[config.mk]
export PLATFORM = sky130hd
export DESIGN_NAME = lobm_cell
export DESIGN_NICKNAME = d
export VERILOG_FILES = /design/src/rtl/core/lobm_pkg.sv /design/src/rtl/core/lobm_cell.sv
export SDC_FILE = /design/constraint.sdc
export NUM_CORES = 1
export LEC_CHECK = 0
export ABC_AREA = 1
export BUFFER_PORTS_ARGS = -buffer_cell sky130_fd_sc_hd__clkbuf_2
export CAP_MARGIN = 20
export CORE_AREA = 2 2 161 163
export DETAILED_ROUTE_END_ITERATION = 6
export DIE_AREA = 0 0 163 165
export PLACE_DENSITY = 0.83
export SLEW_MARGIN = 20
export SYNTH_ARGS = -nofsm -noshare
export SYNTH_HDL_FRONTEND = slang
export SYNTH_SLANG_ARGS = --single-unit
[constraint.sdc]
create_clock -name clk_i -period 4.3 [get_ports clk_i]
set_input_delay 0.86 -clock clk_i [delete_from_list [all_inputs] [get_ports clk_i]]
set_output_delay 0.86 -clock clk_i [all_outputs]
set_load 0.01 [all_outputs]
[src/rtl/core/lobm_pkg.sv]
// Shared types and status codes for the limit order book matcher.
`default_nettype none
package lobm_pkg;

  // Result status codes.
  typedef enum logic [2:0] {
    ST_FILL      = 3'd0,
    ST_FULL_FILL = 3'd1,
    ST_RESTED    = 3'd2,
    ST_CANCELLED = 3'd3,
    ST_NOT_FOUND = 3'd4,
    ST_BOOK_FULL = 3'd5
  } status_e;

  // Request kinds.
  typedef enum logic {
    REQ_NEW    = 1'b0,
    REQ_CANCEL = 1'b1
  } req_e;

  // Controller states.
  typedef enum logic [2:0] {
    S_IDLE,
    S_SCAN,
    S_WAIT,
    S_EMIT,
    S_FINAL
  } state_e;

  // Search command broadcast to the cells.
  typedef enum logic [1:0] {
    CMD_NONE,
    CMD_MATCH,
    CMD_CANCEL
  } cmd_e;

endpackage : lobm_pkg
`default_nettype wire

[src/rtl/core/lobm_cell.sv]
// One book slot; it holds an order and passes the running best candidate on.
`default_nettype none
module lobm_cell
  import lobm_pkg::*;
#(
  parameter int PRICE_BITS = 20,
  parameter int QTY_BITS   = 24,
  parameter int ID_BITS    = 16,
  parameter int IDX_BITS   = 5,
  parameter logic [IDX_BITS-1:0] MY_IDX = '0
) (
  input  wire                   clk_i,
  input  wire                   rst_ni,
  // Search key, held steady for the whole sweep.
  input  wire cmd_e             cmd_i,
  input  wire                   key_side_i,
  input  wire [PRICE_BITS-1:0]  key_price_i,
  input  wire [ID_BITS-1:0]     key_id_i,
  input  wire [31:0]            now_i,
  // Candidate from the left neighbor.
  input  wire                   in_hit_i,
  input  wire [IDX_BITS-1:0]    in_idx_i,
  input  wire [PRICE_BITS-1:0]  in_price_i,
  input  wire [31:0]            in_age_i,
  input  wire [QTY_BITS-1:0]    in_qty_i,
  input  wire [ID_BITS-1:0]     in_id_i,
  input  wire                   in_free_i,
  input  wire [IDX_BITS-1:0]    in_free_idx_i,
  // Candidate to the right neighbor.
  output logic                  out_hit_o,
  output logic [IDX_BITS-1:0]   out_idx_o,
  output logic [PRICE_BITS-1:0] out_price_o,
  output logic [31:0]           out_age_o,
  output logic [QTY_BITS-1:0]   out_qty_o,
  output logic [ID_BITS-1:0]    out_id_o,
  output logic                  out_free_o,
  output logic [IDX_BITS-1:0]   out_free_idx_o,
  // Updates addressed by slot index.
  input  wire                   upd_en_i,
  input  wire [IDX_BITS-1:0]    upd_idx_i,
  input  wire [QTY_BITS-1:0]    upd_qty_i,
  input  wire                   wr_en_i,
  input  wire [IDX_BITS-1:0]    wr_idx_i,
  input  wire                   wr_side_i,
  input  wire [PRICE_BITS-1:0]  wr_price_i,
  input  wire [QTY_BITS-1:0]    wr_qty_i,
  input  wire [ID_BITS-1:0]     wr_id_i,
  input  wire [31:0]            wr_stamp_i
);

  logic                  valid_q;
  logic                  side_q;
  logic [PRICE_BITS-1:0] price_q;
  logic [QTY_BITS-1:0]   qty_q;
  logic [ID_BITS-1:0]    id_q;
  logic [31:0]           stamp_q;
  logic                  take;
  logic                  elig;
  logic                  crosses;
  logic                  better;
  logic [31:0]           age;

  assign age = now_i - stamp_q;

  // Decide whether this slot beats the incoming candidate.
  always_comb begin
    crosses = key_side_i ? (key_price_i <= price_q) : (key_price_i >= price_q);
    elig    = 1'b0;
    better  = 1'b0;
    case (cmd_i)
      CMD_MATCH: begin
        elig = valid_q && (side_q != key_side_i) && crosses;
        if (price_q != in_price_i) begin
          better = key_side_i ? (price_q > in_price_i) : (price_q < in_price_i);
        end else begin
          better = age > in_age_i;
        end
      end
      CMD_CANCEL: begin
        elig   = valid_q && (id_q == key_id_i);
        better = age > in_age_i;
      end
      default: begin
        elig = 1'b0;
      end
    endcase
    take = elig && (!in_hit_i || better);
  end

  // Pass the winner on, registered.
  always_ff @(posedge clk_i) begin
    out_hit_o   <= in_hit_i | take;
    out_idx_o   <= take ? MY_IDX  : in_idx_i;
    out_price_o <= take ? price_q : in_price_i;
    out_age_o   <= take ? age     : in_age_i;
    out_qty_o   <= take ? qty_q   : in_qty_i;
    out_id_o    <= take ? id_q    : in_id_i;
    out_free_o     <= in_free_i | !valid_q;
    out_free_idx_o <= in_free_i ? in_free_idx_i : MY_IDX;
  end

  // Slot valid bit.
  always_ff @(posedge clk_i or negedge rst_ni) begin
    if (!rst_ni) begin
      valid_q <= 1'b0;
    end else if (wr_en_i && wr_idx_i == MY_IDX) begin
      valid_q <= 1'b1;
    end else if (upd_en_i && upd_idx_i == MY_IDX && upd_qty_i == '0) begin
      valid_q <= 1'b0;
    end
  end

  // Slot payload.
  always_ff @(posedge clk_i) begin
    if (wr_en_i && wr_idx_i == MY_IDX) begin
      side_q  <= wr_side_i;
      price_q <= wr_price_i;
      qty_q   <= wr_qty_i;
      id_q    <= wr_id_i;
      stamp_q <= wr_stamp_i;
    end else if (upd_en_i && upd_idx_i == MY_IDX) begin
      qty_q <= upd_qty_i;
    end
  end

endmodule : lobm_cell
`default_nettype wire
==> results of run 1 <==
==> flip-flops by register name, summed over array words and instances (netlist names), 5 cells and up <==
| name | flops |
|---|---|
| id_q | 16 |
| out_age_o | 32 |
| out_free_idx_o | 5 |
| out_id_o | 16 |
| out_idx_o | 5 |
| out_price_o | 20 |
| out_qty_o | 24 |
| price_q | 20 |
| qty_q | 24 |
| stamp_q | 32 |
==> area by class of cell <==
class / count / area share, %
tap: 330 / 2.85
timing repair buffer: 469 / 17.6
sequential: 198 / 33.8
inverter: 208 / 5.40
multi-input combinational: 955 / 35.9
clock inverter: 15 / 1.55
clock buffer: 17 / 2.93
==> cells in the mapped netlist <==
cell type	count
a21oi_4	1
buf_4	1
or2_2	6
ha_1	105
nand4_1	19
nand2_1	459
dfxtp_1	104
inv_1	207
a31oi_1	7
a21oi_1	58
o21ai_0	25
buf_2	16
nor2_1	74
nand3_1	125
dfrtp_1	1
nor3_1	10
nor4_1	7
clkinv_1	1
a21o_1	8
nand3b_1	1
fa_1	1
edfxtp_1	93
a21boi_0	5
o21a_1	4
xnor2_1	7
and3_1	1
xor2_1	23
o211ai_1	1
o21bai_1	8
clkbuf_1	17
==> cell families (layout without fill, tap and decap cells) <==
group | after synthesis | count (layout)
simple gates | 702 | 702
flops | 198 | 198
buf+inv | 242 | 709
compound gates | 117 | 117
xor+xnor | 30 | 30
fa+ha+maj | 106 | 106
==> layer usage <==
metal | share of wire (%) | global-route usage (%) | vias up
met2 | 48 | 43.2 | 550
met1 | 41 | 31.8 | 5055
met4 | 3.2 | 9.86 | 0
met3 | 8.1 | 5.20 | 83
met5 | 0 | 0 | -
li1 | - | - | 5406
==> critical path, delay by kind of cell <==
| kind | cells | cell delay (ns) |
|---|---|---|
| buffers and inverters | 2 | 0.30 |
| AOI/OAI and AO/OA | 6 | 1.24 |
| and+or+nand+nor | 14 | 1.17 |
| adders and majority gates | 2 | 0.70 |
==> metrics by stage <==
stage / utilization, % / area [sq um] / power [mW] / setup slack (ns)
floorplan: - / 11000 / 2.51 / 0.289
CTS: 57.8 / 14500 / 4.62 / 0.170
detailed placement: 55.2 / 13800 / 2.90 / -0.282
global placement: 55.2 / 13800 / 2.87 / -0.169
finish: 57.9 / 14500 / 4.61 / 0.380
global route: 57.9 / 14500 / 4.80 / 0.0132
==> placed cells by master (no fill, tap or decap), drive strengths merged <==
master  netlist  routed
a21boi        5       5
a21o          8       8
a21oi        59      59
a31oi         7       7
and3          1       1
buf          17      60
clkbuf       17     426
clkinv        1       8
dfrtp         1       1
dfxtp       104     104
edfxtp       93      93
fa            1       1
ha          105     105
inv         207     215
nand2       459     459
nand3       125     125
nand3b        1       1
nand4        19      19
nor2         74      74
nor3         10      10
nor4          7       7
o211ai        1       1
o21a          4       4
o21ai        25      25
o21bai        8       8
or2           6       6
xnor2         7       7
xor2         23      23
==> where the power goes <==
| group | switching [mW] | internal (mW) |
|---|---|---|
| clock | 0.909 | 0.823 |
| sequential | 0.0279 | 2.04 |
| combinational | 0.454 | 0.355 |
| total | 1.39 | 3.21 |
==> path summary, 6_finish.rpt <==
path / cells past startpoint / slack (ns) / startpoint / end
setup / recovery: 24 / 0.38 / now_i[16] / out_price_o[19]
hold / removal: 1 / 0.17 / rst_ni / valid_q
setup reg to reg: 24 / 0.52 / stamp_q[16] / out_price_o[19]
hold reg to reg: 2 / 0.48 / qty_q[9] / out_qty_o[9]
max in group asynchronous: 1 / 4.04 / rst_ni / valid_q
min in group clk_i: 2 / 0.48 / qty_q[9] / out_qty_o[9]
==> impl_results.md, run 1 <==
- Main combinational cell family by area after synthesis: simple AND/OR/NAND/NOR gates
- Fillcell total: 2,218
- Gr usage total: 25.4%
- Mapped Area: 11,000 sq um
- Largest net degree at the start of global routing: 54
- Starting density of the core: 43.9%
- Layout Nets: 2,261
- Adder-Cell Fraction of Synth Area: 12.1%
- Post-cts resize count: 0
- Total wire length: 34,800 microns
- Slew @ Worst Pin: 0.909 ns
- Setup violators final: 0
- Fin crit share: 91.2%
- Leakage: 7.98 nW
- CP required: 4.68 ns
- CTS tree: yes
- Slew headroom: 39.2%
- Worst-path clk slew: 0.09 ns
- Die Ht: 165 microns
- Post-CTS Hold Buffers: 0
- Simple-Gate Fraction of Synth Area: 26.3%
- DRC viols: 0
- Kind of critical path: primary input to flop
- GPL Wtd Cong: 1.03
- Startpoint types: primary input
- CP Capture Type: flop
- Largest area contributor in the netlist: edfxtp_1
- Final Critical Period: 3.92 ns
- Seq cells post-synth: 198
- Max Root-Sink Buffers: 2
- Area of the multi-input gates: 5200 sq um
- Xor/xnor cell area share of the yosys netlist: 2.39%
- Post-synthesis sequential area ratio: 44.6%
- Hold Crit Class: primary input to asynchronous set/reset pin
- Compound-gate portion of the synthesized area: 6.10%
- Layout Skew: 0.0215 ns
- Max_cap viols: 0
- ANT nets after route: 0
- Initial antenna violation count: 0
- DR WL/cell: 15.9 microns
- Tightest hold margin: 0.171 ns
- Number of setup buffers added after CTS: 0
- Synth cell types: 30
- Number of global-route vias before repair: 10,900
- CP arrival: 4.30 ns
- IO Port Bufs: 409
- CTS root buffer: clkbuf_16
- Top cell type's share of synthesized area: 25.4%
- Status: completed
- Clk_lat worst skew: 0.45 ns
- Post-Syn Nets: 1,807
- Pins over their slew limit: 0
- Post-synthesis mux area share: 0%
- Total gr overflow: 0
- Row cnt: 58
- Core area: 25,000 sq um
- Setup TNS: 0 ns
- Syn Inst Count: 1,395
- CP max FO: 32
- H-tree depth: 4
- Maximum VDD drop: 0.212 mV
- Ports: 410
- Vias: 11,100
- Crit path largest cell delay: 0.38 ns
- Clock Sinks: 198
- Layout area overhead: 31.9%
- DRT iter0 DRCs: 878
- Wire length of the first global-routing pass: 53,500 microns
- DR vias/cell: 5.06
- Fraction of layout cells with a size suffix above 1: 27.8%
- # diodes: 0
- Synth warnings: 0
- Power density cells: 318 nW/um^2
- Final Hold Fails: 0
- Die X: 163 microns
- CTS buffer count: 17
- Area occupied by registers: 4900 sq um
- Placed Cells: 2,160
- FMAX: 255 MHz
- Most frequent CP cell: nand2_1
- Die Area: 26,900 sq um
- Largest cells by area after synthesis: edfxtp_1, dfxtp_1, nand2_1, ha_1, inv_1
- DP HPWL: 28,400 microns
- Detailed Routing Iterations Pass 1: 7
- Syn avg cell area: 7.88 sq um
- Non-Filler Instances: 2,192
- RSZ-0062 raised after global routing: no
- Slowest-stage cell, CP: ha_1
- CP cell instances: clkbuf_2 -> ha_1 -> nand2_1 -> nand2_1 -> a21oi_1 -> o21ai_0 -> a21oi_1 -> nand2_1 -> nand2_1 -> nand2_1 -> ha_1 -> a21oi_1 -> o21a_1 -> nand2_1 -> a21oi_1 -> nand2_1 -> nand2_1 -> nand2_1 -> nand2_1 -> nand2_4 -> nand2_4 -> buf_12 -> nand2_1 -> nand2_1
(Power assumes the default switching activity.)
==> run 2: changes to the inputs <==
--- a/config.mk
+++ b/config.mk
@@ -5,12 +5,11 @@
 export SDC_FILE = /design/constraint.sdc
 export NUM_CORES = 1
 export LEC_CHECK = 0
-export ABC_AREA = 1
 export BUFFER_PORTS_ARGS = -buffer_cell sky130_fd_sc_hd__clkbuf_2
 export CAP_MARGIN = 20
-export CORE_AREA = 2 2 161 163
+export CORE_AREA = 2 2 158 160
 export DETAILED_ROUTE_END_ITERATION = 6
-export DIE_AREA = 0 0 163 165
+export DIE_AREA = 0 0 160 162
 export PLACE_DENSITY = 0.83
 export SLEW_MARGIN = 20
 export SYNTH_ARGS = -nofsm -noshare
==> constraint.sdc (replaced) <==
create_clock -name clk_i -period 4.3 [get_ports clk_i]
set_input_delay 0.215 -clock clk_i [delete_from_list [all_inputs] [get_ports clk_i]]
set_output_delay 0.215 -clock clk_i [all_outputs]
set_load 0.01 [all_outputs]
==> impl_results.md, run 2 <==
- Clk_lat worst skew: 0.44 ns
- IO Port Bufs: 409
- Max_cap viols: 0
- Placed Cells: 1,759
- Slowest-stage cell, CP: nor4_4
- Core area: 24,100 sq um
- CTS root buffer: clkbuf_16
- CTS buffer count: 17
- Power density cells: 292 nW/um^2
- Top_reg_cell synth: dfxtp_1
- Most common cell after layout, fill and taps aside: clkbuf_2
- Crit path largest cell delay: 0.41 ns
- Row cnt: 57
- Initial antenna violation count: 2
- Largest net degree at the start of global routing: 51
- Vias: 9,881
- Syn avg cell area: 10.7 sq um
- Detailed Routing Iterations Pass 1: 5
- Kind of critical path: flop to flop
- Wire length of the first global-routing pass: 54,500 microns
- DRT iter0 DRCs: 553
- Top cell type's share of synthesized area: 26.9%
- Final worst setup slack: -0.499 ns
- Largest cells by area after synthesis: edfxtp_1, dfxtp_1, ha_1, mux2_2, inv_1
- Synth cell types: 58
- Pins over their slew limit: 0
- Number of global-route vias before repair: 10,600
- Worst slack, placed: -0.716 ns
- Slew @ Worst Pin: 1.04 ns
- H-tree depth: 4
- Synth cell count leaders: inv_1, nand2_1, ha_1
- RSZ-0062 raised after global routing: yes
- Top Registers: out_age_o (32), stamp_q (32)
- Starting density of the core: 43.1%
- Die Area: 25,900 sq um
- Worst-path clk slew: 0.08 ns
- WP buf/inv: 6
- DR vias/cell: 5.13
- Setup TNS: -41.35 ns
- CP arrival: 5.12 ns
- DR WL/cell: 18.7 microns
- Fin util: 65.5%
- FMAX: 208 MHz
- Total wire length: 36,000 microns
- Startpoint types: flop
- Async SR Flop Fraction: 0.505%
- Seq cells post-synth: 198
- Leakage: 8.15 nW
- Max Root-Sink Buffers: 2
- Hold Crit Class: primary input to flop
- GPL Wtd Cong: 0.912
- Top-count cell post-synth: inv_1
- Gr usage total: 27.0%
- Failing checks: setup timing
- Maximum VDD drop: 0.259 mV
- Mapped Area: 10,400 sq um
- Crit-path leading delay family: simple AND/OR/NAND/NOR gates
- Total gr overflow: 0
- Fraction of layout cells with a size suffix above 1: 40.8%
- Die Ht: 162 microns
- Fillcell total: 1,770
- CP Capture Type: flop
- Layout area overhead: 52.0%
- DRC viols: 0
- CTS tree: yes
- Status: finished, violations left
- Largest area contributor in the netlist: edfxtp_1
- Number of flops mapped to enable cells by yosys: 93
- Final Hold Fails: 0
- Layout Skew: 0.0182 ns
- Post-route cell area: 15,800 sq um
- Most frequent cells in the layout: clkbuf_2, inv_1, nand2_1
- Area occupied by registers: 4900 sq um
- CP required: 4.62 ns
- Post-synthesis sequential area ratio: 47.1%
- Setup violators final: 97
- Final Critical Period: 4.80 ns
- Layout Nets: 1,999
- CP cell instances: ha_2 -> inv_2 -> fa_2 -> a21o_1 -> a311o_1 -> nand4_1 -> nand3b_1 -> a21bo_4 -> buf_6 -> nor2_4 -> xnor2_2 -> ha_1 -> nand4_1 -> nor4_4 -> buf_4 -> nand4_1 -> o21ai_2 -> a21oi_2 -> o221ai_4 -> buf_12 -> buf_12 -> buf_16 -> mux2_4
- ANT nets after route: 0
- DP HPWL: 25,400 microns
- Ports: 410
- Area of the multi-input gates: 5320 sq um
- Post-Syn Nets: 1,383
- Die X: 160 microns
- Most frequent CP cell: nand4_1
- Non-Filler Instances: 1,926
- Synth warnings: 0
- Syn Inst Count: 971
- Clock Sinks: 198
- Post-DP Area: 13,400 sq um
- Fin crit share: 112%
- CP max FO: 8
- Slew headroom: 30.5%
==> run 2: cell types whose count changed in the layout (fill, tap and decap cells not counted), sizes merged, moves of 13 or more <==
cell and change:
and2 +13, mux2i +20, inv -94, nand2 -350
nor2 -49, mux2 +72, nand3 -105, dlygate4sd3 +93
buf +55, xnor2 +25
==> run 2: cell families (layout without fill, tap and decap cells) <==
logic type	after synthesis	after routing	synth area share (%)
AO/OA/AOI/OAI	150	150	9.52
XOR/XNOR	47	47	3.96
adder cells (fa/ha/maj)	106	106	12.8
buffers and inverters	136	765	5.38
flip-flops	198	198	47.1
multiplexers	92	92	9.73
other	0	2	0
AND/OR/NAND/NOR	242	242	11.4
==> run 2: worst register-to-register path: cells and delay by family, from the launching register on <==
kind | cells | cell delay, ns
xor gates and xnor gates | 1 | 0.10
AOI/OAI and AO/OA | 6 | 1.14
adders and majority gates | 3 | 0.81
DFF | 1 | 0.34
muxes | 1 | 0.31
buffers and inverters | 6 | 0.82
and+or+nand+nor | 6 | 1.14
==> run 2: path summary, 6_finish.rpt <==
check	from	endpoint	slack [ns]	cells past startpoint
hold / removal	in_qty_i[15]	out_qty_o[15]	0.01	2
min in group asynchronous	rst_ni	valid_q	0.08	2
setup / recovery	stamp_q[0]	out_id_o[8]	-0.50	23
max in group asynchronous	rst_ni	valid_q	4.14	2
setup reg to reg	stamp_q[0]	out_id_o[8]	-0.50	23
hold reg to reg	qty_q[7]	out_qty_o[7]	0.48	1
==> run 2: through the flow <==
stage / power (mW) / hold slack, ns
floorplan: 2.48 / -0.0806
CTS: 4.57 / 0.000126
global route: 4.79 / 0.000898
global placement: 2.82 / -0.00870
detailed placement: 2.85 / -0.00542
finish: 4.61 / 0.0130
==> run 2: layout make-up <==
cell class,count,area share (%)
antenna,2,0.0317
inverter,115,2.75
clock buffer,18,2.72
multi-input combinational,637,33.7
tap,324,2.57
clock inverter,14,0.887
sequential,198,31.0
timing repair buffer,618,26.4
==> run 2: repair_timing <==
item / in CTS / in global routing
buffers inserted: 29 / 6
cloned: 8 / 1
resized for setup: 86 / 36
endpoints found under the hold margin: 93 / 0
setup endpoints to repair: 97 / 97
hold buffers: 93 / 0
pin swaps: 9 / 7
==> run 2: metal layers <==
| layer | GRT usage [%] | routed length [microns] | vias to the layer above |
|---|---|---|---|
| li1 | - | - | 4678 |
| met1 | 30.2 | 13800 | 4633 |
| met2 | 48.7 | 18100 | 457 |
| met3 | 6.03 | 2230 | 113 |
| met4 | 13.6 | 1880 | 0 |
| met5 | 0 | 0 | - |
==> run 2: report_power, final <==
| part | switching [mW] | internal (mW) | total (mW) |
|---|---|---|---|
| Clock | 0.838 | 0.775 | 1.61 |
| Sequential | 0.0297 | 2.04 | 2.07 |
| Combinational | 0.429 | 0.504 | 0.933 |
| Total | 1.30 | 3.32 | 4.61 |
